$ cat config.mk
export PLATFORM = sky130hd
export DESIGN_NAME = line_substring_filter_unit_flat
export DESIGN_NICKNAME = d
export VERILOG_FILES = /design/src/hw/rtl/lsf_pkg.sv /design/src/hw/rtl/lsf_if.sv /design/src/hw/rtl/lsf_cell.sv /design/src/hw/rtl/lsf_result_queue.sv /design/src/hw/rtl/line_substring_filter_unit.sv /design/src/flat_wrapper.sv
export SDC_FILE = /design/constraint.sdc
export NUM_CORES = 1
export LEC_CHECK = 0
export ABC_AREA = 1
export BUFFER_PORTS_ARGS = -buffer_cell sky130_fd_sc_hd__buf_4
export CORE_AREA = 3 3 186 279
export CTS_BUF_LIST = sky130_fd_sc_hd__clkbuf_8
export CTS_CLUSTER_DIAMETER = 100
export DETAILED_ROUTE_END_ITERATION = 6
export DIE_AREA = 0 0 189 282
export GPL_TIMING_DRIVEN = 0
export PLACE_DENSITY_LB_ADDON = 0.15
export SETUP_SLACK_MARGIN = 0.15
export SLEW_MARGIN = 40
export SYNTH_ARGS = -nofsm -noshare
export SYNTH_HDL_FRONTEND = slang
export SYNTH_SLANG_ARGS = --single-unit
$ cat constraint.sdc
create_clock -name clk_i -period 9.9 [get_ports clk_i]
set_input_delay 0.495 -clock clk_i [delete_from_list [all_inputs] [get_ports clk_i]]
set_output_delay 0.495 -clock clk_i [all_outputs]
set_load 0.02 [all_outputs]
$ cat src/hw/rtl/lsf_pkg.sv
// Types, register indexes and helpers of the line substring filter.
// Used by lsf_cell, lsf_result_queue, the top level and the testbench; depends on nothing.
package lsf_pkg;

  localparam int unsigned CfgIdxW  = 4;
  localparam int unsigned CfgDataW = 64;
  localparam int unsigned CountW   = 32;
  localparam int unsigned QueueDepth = 4;

  localparam logic [CfgIdxW-1:0] RegPatternLow    = 4'd0;
  localparam logic [CfgIdxW-1:0] RegPatternHigh   = 4'd1;
  localparam logic [CfgIdxW-1:0] RegPatternLength = 4'd2;
  localparam logic [CfgIdxW-1:0] RegIgnoreCase    = 4'd3;
  localparam logic [CfgIdxW-1:0] RegInvertMatch   = 4'd4;
  localparam logic [CfgIdxW-1:0] RegCountMode     = 4'd5;
  localparam logic [CfgIdxW-1:0] RegNumberLines   = 4'd6;
  localparam logic [CfgIdxW-1:0] RegQuietMode     = 4'd7;

  localparam logic KindLine    = 1'b0;
  localparam logic KindSummary = 1'b1;

  typedef struct packed {
    logic advance;
    logic clear;
  } lsf_cell_ctrl_t;

  typedef struct packed {
    logic              item_kind;
    logic [CountW-1:0] line_number;
    logic              line_matched;
    logic              print_line;
    logic              print_number;
    logic [CountW-1:0] total_count;
    logic              any_match;
    logic              last_result;
  } lsf_result_t;

  function automatic logic [7:0] fold(input logic [7:0] c, input logic fold_en);
    logic [7:0] r;
    r = c;
    if (fold_en && c >= 8'h41 && c <= 8'h5A) begin
      r = c + 8'd32;
    end
    return r;
  endfunction

  function automatic logic [CountW-1:0] sat_inc(input logic [CountW-1:0] v);
    return (v == '1) ? v : v + 1'b1;
  endfunction

endpackage

$ cat src/hw/rtl/lsf_if.sv
// Valid/ready channels of the line substring filter: text words in, result words out.
// Depends on nothing.
interface lsf_in_if;
  logic       valid;
  logic       ready;
  logic [7:0] text_byte;
  logic       line_last;
  logic       file_last;

  modport source (output valid, text_byte, line_last, file_last, input ready);
  modport sink   (input valid, text_byte, line_last, file_last, output ready);
endinterface

interface lsf_out_if;
  logic        valid;
  logic        ready;
  logic        item_kind;
  logic [31:0] line_number;
  logic        line_matched;
  logic        print_line;
  logic        print_number;
  logic [31:0] total_count;
  logic        any_match;
  logic        last_result;

  modport source (output valid, item_kind, line_number, line_matched, print_line,
                  print_number, total_count, any_match, last_result, input ready);
  modport sink   (input valid, item_kind, line_number, line_matched, print_line,
                  print_number, total_count, any_match, last_result, output ready);
endinterface

$ cat src/hw/rtl/lsf_cell.sv
// One match cell: holds the flag "pattern bytes up to this one matched so far".
// Depends on lsf_pkg.
module lsf_cell (
  input  logic                   clk_i,
  input  logic                   rst_ni,
  input  lsf_pkg::lsf_cell_ctrl_t ctrl_i,
  input  logic [7:0]             text_i,
  input  logic [7:0]             pat_i,
  input  logic                   prev_i,
  input  logic                   last_i,
  output logic                   flag_o,
  output logic                   hit_o
);
  import lsf_pkg::*;

  logic flag_q, flag_d, match;

  assign match = prev_i && (text_i == pat_i);

  always_comb begin
    flag_d = flag_q;
    if (ctrl_i.advance) begin
      flag_d = match;
    end
    if (ctrl_i.clear) begin
      flag_d = 1'b0;
    end
  end

  always_ff @(posedge clk_i or negedge rst_ni) begin
    if (!rst_ni) begin
      flag_q <= 1'b0;
    end else begin
      flag_q <= flag_d;
    end
  end

  assign flag_o = flag_q;
  assign hit_o  = ctrl_i.advance && match && last_i;

endmodule

$ cat src/hw/rtl/lsf_result_queue.sv
// Shift queue of result words: up to two words in, one word out per cycle.
// Depends on lsf_pkg.
module lsf_result_queue #(
  parameter int unsigned DEPTH = 4
) (
  input  logic                 clk_i,
  input  logic                 rst_ni,
  input  logic [1:0]           push_n_i,
  input  lsf_pkg::lsf_result_t push_data_i [2],
  input  logic                 pop_i,
  output logic                 space_o,
  output logic                 valid_o,
  output lsf_pkg::lsf_result_t head_o
);
  import lsf_pkg::*;

  localparam int unsigned CW = $clog2(DEPTH + 1);

  lsf_result_t slot_q [DEPTH];
  lsf_result_t slot_d [DEPTH];
  logic [CW-1:0] count_q, count_d, base;

  always_comb begin
    base    = count_q - CW'(pop_i);
    count_d = base + CW'(push_n_i);
    for (int j = 0; j < DEPTH; j++) begin
      slot_d[j] = slot_q[j];
      if (pop_i && j < DEPTH - 1) begin
        slot_d[j] = slot_q[j + 1];
      end
      if (push_n_i != 2'd0 && CW'(j) == base) begin
        slot_d[j] = push_data_i[0];
      end
      if (push_n_i == 2'd2 && CW'(j) == base + 1'b1) begin
        slot_d[j] = push_data_i[1];
      end
    end
  end

  always_ff @(posedge clk_i or negedge rst_ni) begin
    if (!rst_ni) begin
      count_q <= '0;
    end else begin
      count_q <= count_d;
    end
  end

  always_ff @(posedge clk_i) begin
    for (int j = 0; j < DEPTH; j++) begin
      slot_q[j] <= slot_d[j];
    end
  end

  assign space_o = (count_q <= CW'(DEPTH - 2));
  assign valid_o = (count_q != '0);
  assign head_o  = slot_q[0];

endmodule

$ cat src/hw/rtl/line_substring_filter_unit.sv
// Line substring filter: top level with registers, line control and the cell row.
// Depends on lsf_pkg, lsf_if, lsf_cell and lsf_result_queue.
//
// Takes one text word per cycle. A row of PATTERN_MAX cells tracks partial
// matches of the pattern, each cell comparing the incoming byte with one
// pattern byte and passing its flag to the next cell, so a match on the final
// byte of a line is decided in the cycle that byte is accepted. Results go
// through a four-entry queue: a line end gives one result word, a file end two,
// a quiet-mode hit one summary word and a halted file none; the input is ready
// while the queue has two free entries, so a steady stream runs at one word per
// cycle as long as the sink takes result words as fast as they are made. The user
// must write configuration only while the block is idle; no logic enforces it.
module line_substring_filter_unit #(
  parameter int unsigned PATTERN_MAX = 16
) (
  input  logic                           clk_i,
  input  logic                           rst_ni,
  input  logic                           cfg_we_i,
  input  logic [lsf_pkg::CfgIdxW-1:0]    cfg_index_i,
  input  logic [lsf_pkg::CfgDataW-1:0]   cfg_data_i,
  lsf_in_if.sink                         text_i,
  lsf_out_if.source                      result_o
);
  import lsf_pkg::*;

  logic [63:0] pat_lo_q, pat_hi_q;
  logic [4:0]  plen_q;
  logic        icase_q, invert_q, cmode_q, number_q, quiet_q;

  logic              line_hit_q, line_hit_d;
  logic              stopped_q, stopped_d;
  logic [CountW-1:0] line_cnt_q, line_cnt_d;
  logic [CountW-1:0] hit_cnt_q, hit_cnt_d;
  logic [CountW-1:0] miss_cnt_q, miss_cnt_d;
  logic              seen_q, seen_d;
  logic              halted_q, halted_d;

  logic              in_acc, line_end, matched, pl, len_zero, hit_now, space;
  logic [7:0]        text_fold;
  lsf_cell_ctrl_t    cell_ctrl;
  lsf_result_t       push_data [2];
  logic [1:0]        push_n;
  lsf_result_t       head;
  logic              q_valid;

  logic [PATTERN_MAX-1:0] nz, in_use, is_last, flag, hit;
  logic [7:0]             pat_fold [PATTERN_MAX];

  always_ff @(posedge clk_i or negedge rst_ni) begin
    if (!rst_ni) begin
      pat_lo_q <= '0;
      pat_hi_q <= '0;
      plen_q   <= '0;
      icase_q  <= 1'b0;
      invert_q <= 1'b0;
      cmode_q  <= 1'b0;
      number_q <= 1'b0;
      quiet_q  <= 1'b0;
    end else if (cfg_we_i) begin
      case (cfg_index_i)
        RegPatternLow:    pat_lo_q <= cfg_data_i;
        RegPatternHigh:   pat_hi_q <= cfg_data_i;
        RegPatternLength: plen_q   <= cfg_data_i[4:0];
        RegIgnoreCase:    icase_q  <= cfg_data_i[0];
        RegInvertMatch:   invert_q <= cfg_data_i[0];
        RegCountMode:     cmode_q  <= cfg_data_i[0];
        RegNumberLines:   number_q <= cfg_data_i[0];
        RegQuietMode:     quiet_q  <= cfg_data_i[0];
        default: ;
      endcase
    end
  end

  assign in_acc    = text_i.valid && text_i.ready;
  assign line_end  = text_i.line_last || text_i.file_last;
  assign text_fold = fold(text_i.text_byte, icase_q);

  assign cell_ctrl.advance = in_acc && !halted_q && !stopped_q && (text_i.text_byte != 8'd0);
  assign cell_ctrl.clear   = in_acc && line_end;

  for (genvar k = 0; k < PATTERN_MAX; k++) begin : g_cell
    logic [7:0] pat_raw;
    if (k < 8) begin : g_lo
      assign pat_raw = pat_lo_q[8*k +: 8];
    end else begin : g_hi
      assign pat_raw = pat_hi_q[8*(k-8) +: 8];
    end
    assign pat_fold[k] = fold(pat_raw, icase_q);
    assign nz[k]       = (pat_raw != 8'd0);
    assign in_use[k]   = (5'(k) < plen_q) && (&nz[k:0]);
    if (k == PATTERN_MAX - 1) begin : g_end
      assign is_last[k] = in_use[k];
    end else begin : g_mid
      assign is_last[k] = in_use[k] && !in_use[k+1];
    end

    lsf_cell u_cell (
      .clk_i  (clk_i),
      .rst_ni (rst_ni),
      .ctrl_i (cell_ctrl),
      .text_i (text_fold),
      .pat_i  (pat_fold[k]),
      .prev_i ((k == 0) ? 1'b1 : flag[(k == 0) ? 0 : k-1]),
      .last_i (is_last[k]),
      .flag_o (flag[k]),
      .hit_o  (hit[k])
    );
  end

  assign len_zero = !in_use[0];
  assign hit_now  = |hit;
  assign matched  = line_hit_q || hit_now || len_zero;
  assign pl       = !cmode_q && (matched != invert_q);

  always_comb begin
    line_hit_d = line_hit_q;
    stopped_d  = stopped_q;
    line_cnt_d = line_cnt_q;
    hit_cnt_d  = hit_cnt_q;
    miss_cnt_d = miss_cnt_q;
    seen_d     = seen_q;
    halted_d   = halted_q;
    push_n     = 2'd0;
    push_data[0] = '0;
    push_data[1] = '0;

    if (in_acc && halted_q) begin
      if (text_i.file_last) begin
        halted_d   = 1'b0;
        line_cnt_d = '0;
        hit_cnt_d  = '0;
        miss_cnt_d = '0;
        seen_d     = 1'b0;
        line_hit_d = 1'b0;
        stopped_d  = 1'b0;
      end
    end else if (in_acc) begin
      if (!stopped_q && text_i.text_byte == 8'd0) begin
        stopped_d = 1'b1;
      end
      if (hit_now) begin
        line_hit_d = 1'b1;
      end
      if (line_end) begin
        line_cnt_d = sat_inc(line_cnt_q);
        if (matched) begin
          hit_cnt_d = sat_inc(hit_cnt_q);
          seen_d    = 1'b1;
        end else begin
          miss_cnt_d = sat_inc(miss_cnt_q);
        end
        line_hit_d = 1'b0;
        stopped_d  = 1'b0;

        push_data[0].line_number = line_cnt_d;
        push_data[0].total_count = invert_q ? miss_cnt_d : hit_cnt_d;
        push_data[0].any_match   = seen_d;
        push_data[1] = push_data[0];

        if (matched && quiet_q) begin
          push_n = 2'd1;
          push_data[0].item_kind    = KindSummary;
          push_data[0].line_matched = 1'b1;
          push_data[0].last_result  = 1'b1;
          halted_d = !text_i.file_last;
        end else begin
          push_n = text_i.file_last ? 2'd2 : 2'd1;
          push_data[0].item_kind    = KindLine;
          push_data[0].line_matched = matched;
          push_data[0].print_line   = pl;
          push_data[0].print_number = pl && matched && number_q;
          push_data[0].last_result  = !text_i.file_last;
          push_data[1].item_kind    = KindSummary;
          push_data[1].last_result  = 1'b1;
        end

        if (text_i.file_last) begin
          line_cnt_d = '0;
          hit_cnt_d  = '0;
          miss_cnt_d = '0;
          seen_d     = 1'b0;
        end
      end
    end
  end

  always_ff @(posedge clk_i or negedge rst_ni) begin
    if (!rst_ni) begin
      line_hit_q <= 1'b0;
      stopped_q  <= 1'b0;
      line_cnt_q <= '0;
      hit_cnt_q  <= '0;
      miss_cnt_q <= '0;
      seen_q     <= 1'b0;
      halted_q   <= 1'b0;
    end else begin
      line_hit_q <= line_hit_d;
      stopped_q  <= stopped_d;
      line_cnt_q <= line_cnt_d;
      hit_cnt_q  <= hit_cnt_d;
      miss_cnt_q <= miss_cnt_d;
      seen_q     <= seen_d;
      halted_q   <= halted_d;
    end
  end

  lsf_result_queue #(
    .DEPTH (QueueDepth)
  ) u_queue (
    .clk_i       (clk_i),
    .rst_ni      (rst_ni),
    .push_n_i    (push_n),
    .push_data_i (push_data),
    .pop_i       (result_o.valid && result_o.ready),
    .space_o     (space),
    .valid_o     (q_valid),
    .head_o      (head)
  );

  assign text_i.ready          = space;
  assign result_o.valid        = q_valid;
  assign result_o.item_kind    = head.item_kind;
  assign result_o.line_number  = head.line_number;
  assign result_o.line_matched = head.line_matched;
  assign result_o.print_line   = head.print_line;
  assign result_o.print_number = head.print_number;
  assign result_o.total_count  = head.total_count;
  assign result_o.any_match    = head.any_match;
  assign result_o.last_result  = head.last_result;

  a_halted_silent: assert property (@(posedge clk_i) disable iff (!rst_ni)
    halted_q |-> push_n == 2'd0)
    else $error("result pushed while halted");

  a_line_end_result: assert property (@(posedge clk_i) disable iff (!rst_ni)
    (in_acc && !halted_q && line_end) |-> push_n != 2'd0)
    else $error("line end without a result word");

  a_quiet_halt: assert property (@(posedge clk_i) disable iff (!rst_ni)
    (in_acc && !halted_q && line_end && matched && quiet_q && !text_i.file_last)
      |=> halted_q)
    else $error("quiet hit did not halt");

  a_cells_clear: assert property (@(posedge clk_i) disable iff (!rst_ni)
    (in_acc && line_end) |=> (flag == '0 && !line_hit_q && !stopped_q))
    else $error("line state not cleared at line end");

endmodule

$ cat src/flat_wrapper.sv
// flat-port wrapper written by rule: the top's interface ports become plain ports
module line_substring_filter_unit_flat import lsf_pkg::*;
#(
  parameter int unsigned PATTERN_MAX = 16
)
  (clk_i, rst_ni, cfg_we_i, cfg_index_i, cfg_data_i, text_i_valid, text_i_text_byte, text_i_line_last, text_i_file_last, text_i_ready, result_o_valid, result_o_item_kind, result_o_line_number, result_o_line_matched, result_o_print_line, result_o_print_number, result_o_total_count, result_o_any_match, result_o_last_result, result_o_ready);
  lsf_in_if text_i_i ();
  lsf_out_if result_o_i ();
  input  logic clk_i;
  input  logic rst_ni;
  input  logic cfg_we_i;
  input  logic [lsf_pkg::CfgIdxW-1:0] cfg_index_i;
  input  logic [lsf_pkg::CfgDataW-1:0] cfg_data_i;
  input wire logic [$bits(text_i_i.valid)-1:0] text_i_valid;
  input wire logic [$bits(text_i_i.text_byte)-1:0] text_i_text_byte;
  input wire logic [$bits(text_i_i.line_last)-1:0] text_i_line_last;
  input wire logic [$bits(text_i_i.file_last)-1:0] text_i_file_last;
  output wire logic [$bits(text_i_i.ready)-1:0] text_i_ready;
  output wire logic [$bits(result_o_i.valid)-1:0] result_o_valid;
  output wire logic [$bits(result_o_i.item_kind)-1:0] result_o_item_kind;
  output wire logic [$bits(result_o_i.line_number)-1:0] result_o_line_number;
  output wire logic [$bits(result_o_i.line_matched)-1:0] result_o_line_matched;
  output wire logic [$bits(result_o_i.print_line)-1:0] result_o_print_line;
  output wire logic [$bits(result_o_i.print_number)-1:0] result_o_print_number;
  output wire logic [$bits(result_o_i.total_count)-1:0] result_o_total_count;
  output wire logic [$bits(result_o_i.any_match)-1:0] result_o_any_match;
  output wire logic [$bits(result_o_i.last_result)-1:0] result_o_last_result;
  input wire logic [$bits(result_o_i.ready)-1:0] result_o_ready;
  assign text_i_i.valid = text_i_valid;
  assign text_i_i.text_byte = text_i_text_byte;
  assign text_i_i.line_last = text_i_line_last;
  assign text_i_i.file_last = text_i_file_last;
  assign text_i_ready = text_i_i.ready;
  assign result_o_valid = result_o_i.valid;
  assign result_o_item_kind = result_o_i.item_kind;
  assign result_o_line_number = result_o_i.line_number;
  assign result_o_line_matched = result_o_i.line_matched;
  assign result_o_print_line = result_o_i.print_line;
  assign result_o_print_number = result_o_i.print_number;
  assign result_o_total_count = result_o_i.total_count;
  assign result_o_any_match = result_o_i.any_match;
  assign result_o_last_result = result_o_i.last_result;
  assign result_o_i.ready = result_o_ready;
  line_substring_filter_unit #(.PATTERN_MAX(PATTERN_MAX)) u_core (.clk_i(clk_i), .rst_ni(rst_ni), .cfg_we_i(cfg_we_i), .cfg_index_i(cfg_index_i), .cfg_data_i(cfg_data_i), .text_i(text_i_i), .result_o(result_o_i));
endmodule
# After elaboration in Yosys (flattened, before gate mapping)
# Memories as Yosys holds them, arrays and structs flattened.
# Cells that the tools add are included.
# classes
addsub,23
order_cmp,51
n_eq_ne,35
n_mux,108
reduce_logical,212
# op_table
operator,count
$mux W70,11
$mux W32,19
$mux W140,3
$add A8 B6 Y8 const B,17
$ge A8 B7 Y1 const B,17
$le A8 B7 Y1 const B,17
$mux W8,17
$reduce_bool A8 Y1,17
$logic_and A1 B1 Y1,132
$eq A8 B8 Y1,16
$add A32 B1 Y32 const B,3
$eq A32 B32 Y1 const B,3
$mux W1,52
$lt A4 B5 Y1 const A,8
$logic_not A1 Y1,20
$lt A3 B5 Y1 const A,4
$reduce_and A2 Y1,9
$eq A4 B3 Y1 const B,4
$reduce_and A16 Y1,1
$reduce_or A16 Y1,1
$reduce_and A15 Y1,1
$reduce_and A14 Y1,1
$reduce_and A13 Y1,1
$eq A2 B3 Y1 const A,4
other kinds (29),51
# totals
register_bits,256
ram_bits,280
in_bits,83
output_inout_bits,72
n_memories,1
# memory_table
memory,depth,width,read_ports,rd_ports_with_merged_regs,write_ports,line_no,text
u_core.u_queue.slot_q,4,70,4,0,4,lsf_result_queue.sv:19,lsf_result_t slot_q [DEPTH];

# Depth between registers and ports, before layout
# depth
word_depth,21
ltp_mapped,26

# By module
# A second synthesis with hierarchy kept.
# unflattened
hier_cells,4974
hier_area_um2,34423.0
# modules_own_cells
module,n_inst,cells_each,area_per_inst_um2,seq_area_each_um2
lsf_result_queue,1,1920,15438.6,8483.1
line_substring_filter_unit,1,2318,15421.0,5955.7
lsf_cell,16,46,222.7,25.0

# Worst setup path before layout
# No wires, ideal clock.
# synth_timing
path_kind,register to register
startpoint,register u_core.u_queue.count_q[2] (netlist name)
endpoint,memory u_core.u_queue.slot_q[0][0] (netlist name) (enable)
setup_ns,0.427
t_arrival_ns,4.326
setup_slack_ns,5.147
path_stages_with_launch,17
n_path_buf,2
path_cell_list,dfrtp_1 -> inv_1 -> nand3_1 -> nand2_1 -> clkinv_1 -> ha_1 -> ha_1 -> nor2_1 -> ha_1 -> inv_1 -> nor3_1 -> nand3_4 -> nand2_2 -> inv_2 -> buf_6 -> buf_2 -> nand2_1
# synth_rtl
element,line_no
end: declaration,lsf_result_queue.sv:19

==> report_table.html <==
<table>
<tr><th>Metric</th><th>Value</th></tr>
<tr><th colspan="2">Routing</th></tr>
<tr><td>Aggregate routed wire length</td><td>89300 um</td></tr>
<tr><td>DRC Markers</td><td>0</td></tr>
<tr><td>Count of antenna-violating nets left after detailed routing</td><td>0</td></tr>
<tr><td>Via-per-instance ratio</td><td>5.61</td></tr>
<tr><td>Count of routing violations after the opening detailed-route iteration</td><td>2097</td></tr>
<tr><td>Iteration count of the initial detailed-routing pass</td><td>6</td></tr>
<tr><td>Detailed-route wire length per cell</td><td>18.8 um</td></tr>
<tr><td>Total number of vias</td><td>26.7k</td></tr>
<tr><th colspan="2">Synth</th></tr>
<tr><td>Post-Synth XOR/XNOR Area</td><td>4.24%</td></tr>
<tr><td>Fraction of synthesized area in multiplexers</td><td>0.0336%</td></tr>
<tr><td>Synthesized area</td><td>29800 um^2</td></tr>
<tr><td>Post-synthesis cell type count</td><td>46</td></tr>
<tr><td>Post-synthesis register bit count</td><td>536</td></tr>
<tr><td>Share of async-settable or async-resettable flops after synthesis</td><td>47.8%</td></tr>
<tr><td>Count of flip-flops with a built-in enable after synthesis</td><td>268</td></tr>
<tr><td>Compound-gate portion of the synthesized area</td><td>8.99%</td></tr>
<tr><td>Basic-gate share of the synthesized area counting and, or, nand and nor cells</td><td>28.5%</td></tr>
<tr><td>Main combinational cell family by area after synthesis</td><td>simple AND/OR/NAND/NOR gates</td></tr>
<tr><td>Adder-Cell Fraction of Synth Area</td><td>1.08%</td></tr>
<tr><td>Number of nets produced by synthesis</td><td>3891</td></tr>
<tr><td>Mean instance size in the synthesized netlist</td><td>7.87 um^2</td></tr>
<tr><td>Primary flip-flop cell chosen by synthesis mapping</td><td>sky130_fd_sc_hd__edfxtp_1</td></tr>
<tr><td>Sequential fraction of the synthesis area</td><td>49.4%</td></tr>
<tr><td>Syn Inst Count</td><td>3783</td></tr>
<tr><td>Yosys Warn Count</td><td>0</td></tr>
<tr><th colspan="2">Power and ir drop</th></tr>
<tr><td>Sequential share of power</td><td>40.4%</td></tr>
<tr><td>Net Switching</td><td>3560 uW</td></tr>
<tr><td>Power density over the cells</td><td>259 nW/um^2</td></tr>
<tr><td>Leakage component of the power</td><td>0.0153 uW</td></tr>
<tr><td>Clk pwr share</td><td>22.8%</td></tr>
<tr><td>Combinational power share</td><td>36.8%</td></tr>
<tr><td>Fraction of power spent switching nets</td><td>40.7%</td></tr>
<tr><td>Int Power</td><td>5180 uW</td></tr>
<tr><td>Worst IR drop on VDD</td><td>184 uV</td></tr>
<tr><th colspan="2">Layout</th></tr>
<tr><td>Commonest cells after routing, fill and taps aside</td><td>1152 x sky130_fd_sc_hd__nand2_1, 398 x sky130_fd_sc_hd__inv_1, 395 x sky130_fd_sc_hd__nor2_1</td></tr>
<tr><td>Fraction of final layout cells with drive strength greater than 1</td><td>9.84%</td></tr>
<tr><td>Total number of nets in the final design</td><td>4131</td></tr>
<tr><td>Post-synthesis to final-layout area growth</td><td>13.3%</td></tr>
<tr><td>Number of standard cells in the final layout excluding fillers</td><td>4750</td></tr>
<tr><td>Post-route design area</td><td>33700 um^2</td></tr>
<tr><td>Most common cell after layout, fill and taps aside</td><td>sky130_fd_sc_hd__nand2_1</td></tr>
<tr><td>Number of fillers in the final layout</td><td>4254</td></tr>
<tr><th colspan="2">STA</th></tr>
<tr><td>RSZ-0062 raised after global routing</td><td>false</td></tr>
<tr><td>Slew Limit Headroom</td><td>37.6%</td></tr>
<tr><td>Worst slew pin tran</td><td>0.936 ns</td></tr>
<tr><td>Setup TNS</td><td>0 ns</td></tr>
<tr><td>Setup-violating endpoint count in the final report</td><td>0</td></tr>
<tr><td>Final Cycle Share</td><td>45.8%</td></tr>
<tr><td>Final hold violation count</td><td>0</td></tr>
<tr><td>Count of pins over their slew limit</td><td>0</td></tr>
<tr><td>Final setup skew</td><td>0.0342 ns</td></tr>
<tr><td>Minimum clock period after layout</td><td>4.53 ns</td></tr>
<tr><td>FMAX</td><td>0.221 GHz</td></tr>
<tr><td>Worst Setup Slack, final</td><td>5.37 ns</td></tr>
<tr><th colspan="2">Clock tree</th></tr>
<tr><td>Number of levels in the clock H-tree</td><td>3</td></tr>
<tr><td>Buffer depth of the longest clock path</td><td>3</td></tr>
<tr><td>Post-CTS setup buffer count</td><td>0</td></tr>
<tr><td>CTS clock-pin slew for the worst setup and hold paths</td><td>0.06 ns</td></tr>
<tr><td>Cts repair resizes</td><td>0</td></tr>
<tr><td>Number of hold-repair buffers added at the cts stage</td><td>1</td></tr>
<tr><td>Sink Count</td><td>536</td></tr>
<tr><td>Clock tree from TritonCTS</td><td>built</td></tr>
<tr><td>Number of clock buffers inserted by TritonCTS</td><td>79</td></tr>
<tr><td>Root Buffer Master</td><td>sky130_fd_sc_hd__clkbuf_8</td></tr>
<tr><td>Clock network latency to the later pin of the worst-skew pair</td><td>0.70 ns</td></tr>
<tr><th colspan="2">Die</th></tr>
<tr><td>Core Box Area</td><td>49700 um^2</td></tr>
<tr><td>Standard-cell rows</td><td>100</td></tr>
<tr><td>Y dimension of the die</td><td>282 um</td></tr>
<tr><td>Horizontal die dimension</td><td>189 um</td></tr>
<tr><td>Count of boundary I/O pins</td><td>155</td></tr>
<tr><td>Initial Util</td><td>59.9%</td></tr>
<tr><td>Area of the die</td><td>53300 um^2</td></tr>
<tr><th colspan="2">Global route</th></tr>
<tr><td>Met3 layer usage reported by global route</td><td>4.63%</td></tr>
<tr><td>Busiest layer in global routing</td><td>met2</td></tr>
<tr><td>Global Route met2 Usage</td><td>59.1%</td></tr>
<tr><td>Overall overflow remaining after global route</td><td>0</td></tr>
<tr><td>First-pass GRT wire length</td><td>139000 um</td></tr>
<tr><td>Number of global-route vias before repair</td><td>25.9k</td></tr>
<tr><td>Total global-route track usage</td><td>33.5%</td></tr>
<tr><td>Initial antenna violation count</td><td>1</td></tr>
<tr><td>M1 GR Usage</td><td>37.2%</td></tr>
<tr><td>Maximum number of pins on one net before global-route repair</td><td>63</td></tr>
<tr><th colspan="2">Critical path</th></tr>
<tr><td>Kind of end point of the critical path</td><td>flip-flop</td></tr>
<tr><td>Crit path DAT</td><td>4.90 ns</td></tr>
<tr><td>CP startpoint kind</td><td>flip-flop</td></tr>
<tr><td>Max Fanout on Critical Path</td><td>38</td></tr>
<tr><td>Critical path data required time</td><td>10.27 ns</td></tr>
<tr><td>Critical setup path kind</td><td>reg2reg</td></tr>
<tr><th colspan="2">Placed design</th></tr>
<tr><td>HPWL reported at the end of detailed placement</td><td>68100 um</td></tr>
<tr><td>Post-place setup slack</td><td>5.14 ns</td></tr>
<tr><td>Post-placement cell count</td><td>4604</td></tr>
<tr><td>Post-place instance area</td><td>32000 um^2</td></tr>
<tr><td>I/O Buffers</td><td>150</td></tr>
<tr><td>GP Congestion</td><td>1.07</td></tr>
<tr><th colspan="2">Job</th></tr>
<tr><td>MaxCap Viol Count</td><td>0</td></tr>
<tr><th colspan="2">Worst hold path</th></tr>
<tr><td>Kind of path behind the tightest hold check</td><td>in2reg</td></tr>
<tr><th colspan="2">Run status</th></tr>
<tr><td>Outcome</td><td>finished clean</td></tr>
</table>
==> cells by family after synthesis <==
| kind of cell | after synthesis |
|---|---|
| muxes | 1 |
| xor gates and xnor gates | 144 |
| buffers and inverters | 557 |
| DFF | 536 |
| AOI/OAI and AO/OA | 508 |
| adders and majority gates | 25 |
| and+or+nand+nor | 2012 |
==> critical path: stages, from the launching register on <==
cell                       delay [ns]
sky130_fd_sc_hd__dfrtp_1         0.41
sky130_fd_sc_hd__inv_1           0.09
sky130_fd_sc_hd__nand3_1         0.20
sky130_fd_sc_hd__nand2_1         0.31
sky130_fd_sc_hd__clkinv_1        0.35
sky130_fd_sc_hd__ha_1            0.30
sky130_fd_sc_hd__ha_1            0.41
sky130_fd_sc_hd__nor2_1          0.07
sky130_fd_sc_hd__ha_1            0.28
sky130_fd_sc_hd__inv_1           0.07
sky130_fd_sc_hd__nor3_1          0.28
sky130_fd_sc_hd__nand3_4         0.17
sky130_fd_sc_hd__nand2_2         0.22
sky130_fd_sc_hd__inv_2           0.09
sky130_fd_sc_hd__buf_6           0.16
sky130_fd_sc_hd__buf_2           0.19
sky130_fd_sc_hd__nand2_4         0.32
sky130_fd_sc_hd__buf_12          0.27
==> power groups by stage <==
stage / logic (uW) / clock network [uW] / registers (uW)
floorplan: 2040 / 0 / 3590
global placement: 3060 / 0 / 3560
detailed placement: 3160 / 0 / 3550
finish: 3220 / 1990 / 3530
global route: 3570 / 2110 / 3590
CTS: 3180 / 2010 / 3510
==> cell type report <==
class                   instances  area (um^2)  area share [%]
clock inverters                52          479            1.42
inverters                     395         1480            4.40
diodes                          1         2.50         0.00742
well taps                     663          830            2.46
plain buffers                 162          840            2.49
flip-flops and latches        536        14700            43.6
repair buffers                159         1330            3.96
clock buffers                  92         1270            3.76
multi-input cells            2690        12800            37.9
==> layer usage <==
| metal | share of wire (%) | vias to the layer above |
|---|---|---|
| met2 | 50 | 1066 |
| met1 | 37 | 12300 |
| met5 | 0 | - |
| met3 | 5.6 | 375 |
| li1 | - | 12900 |
| met4 | 8.1 | 0 |
==> synthesized netlist by cell type (12+ instances only) <==
library cell | number | area, um^2
sky130_fd_sc_hd__dfrtp_1 | 256 | 6410
sky130_fd_sc_hd__o21ai_1 | 130 | 651
sky130_fd_sc_hd__o22ai_1 | 72 | 450
sky130_fd_sc_hd__nor4_1 | 21 | 131
sky130_fd_sc_hd__xnor2_1 | 17 | 149
sky130_fd_sc_hd__a21oi_1 | 51 | 255
sky130_fd_sc_hd__ha_1 | 24 | 300
sky130_fd_sc_hd__edfxtp_1 | 268 | 8050
sky130_fd_sc_hd__nand4_1 | 126 | 788
sky130_fd_sc_hd__inv_1 | 379 | 1420
sky130_fd_sc_hd__nor2_1 | 396 | 1490
sky130_fd_sc_hd__o21ai_0 | 236 | 1180
sky130_fd_sc_hd__nor3_1 | 67 | 335
sky130_fd_sc_hd__dfxtp_1 | 12 | 240
sky130_fd_sc_hd__buf_6 | 20 | 225
sky130_fd_sc_hd__buf_2 | 47 | 235
sky130_fd_sc_hd__clkbuf_1 | 74 | 278
sky130_fd_sc_hd__nand2_1 | 1155 | 4340
sky130_fd_sc_hd__buf_1 | 15 | 56.3
sky130_fd_sc_hd__inv_2 | 12 | 45.0
sky130_fd_sc_hd__nand3_1 | 198 | 991
sky130_fd_sc_hd__xor2_1 | 127 | 1110
==> through the flow <==
stage | hold WS [ns] | total power, uW | util, %
CTS | 0.0249 | 8700 | 67.9
global placement | 0.455 | 6620 | 63.9
detailed placement | 0.395 | 6710 | 64.3
floorplan | 0.199 | 5620 | -
finish | 0.0455 | 8730 | 67.9
global route | 0.0259 | 9270 | 67.9
==> state kept, by name, indices dropped and copies added (netlist names), 3 cells and up <==
name / count
u_core.u_queue.count_q: 3
u_core.pat_hi_q: 64
u_core.pat_lo_q: 64
u_core.g_cell.u_cell.flag_o: 15
u_core.hit_cnt_q: 32
u_core.u_queue.slot_q: 280
u_core.plen_q: 5
u_core.miss_cnt_q: 32
u_core.line_cnt_q: 32
==> path summary, 6_finish.rpt <==
| path | startpoint | to | cells past startpoint | slack (ns) |
|---|---|---|---|---|
| worst max-delay path | u_core.u_queue.count_q[2]$_DFF_PN0_ | u_core.u_queue.slot_q[0][58]$_DFFE_PP_ | 17 | 5.37 |
| worst min register to register | u_core.u_queue.slot_q[1][34]$_SDFFE_PP0P_ | u_core.u_queue.slot_q[1][34]$_SDFFE_PP0P_ | 2 | 0.47 |
| worst min-delay path | text_i_file_last | u_core.halted_q$_DFFE_PN0P_ | 2 | 0.05 |
| worst max register to register | u_core.u_queue.count_q[2]$_DFF_PN0_ | u_core.u_queue.slot_q[0][58]$_DFFE_PP_ | 17 | 5.37 |
| min in group asynchronous | rst_ni | u_core.line_cnt_q[9]$_DFFE_PN0P_ | 2 | 0.26 |
| max in group asynchronous | rst_ni | u_core.miss_cnt_q[6]$_DFFE_PN0P_ | 5 | 8.34 |
(Power assumes the default switching activity.)
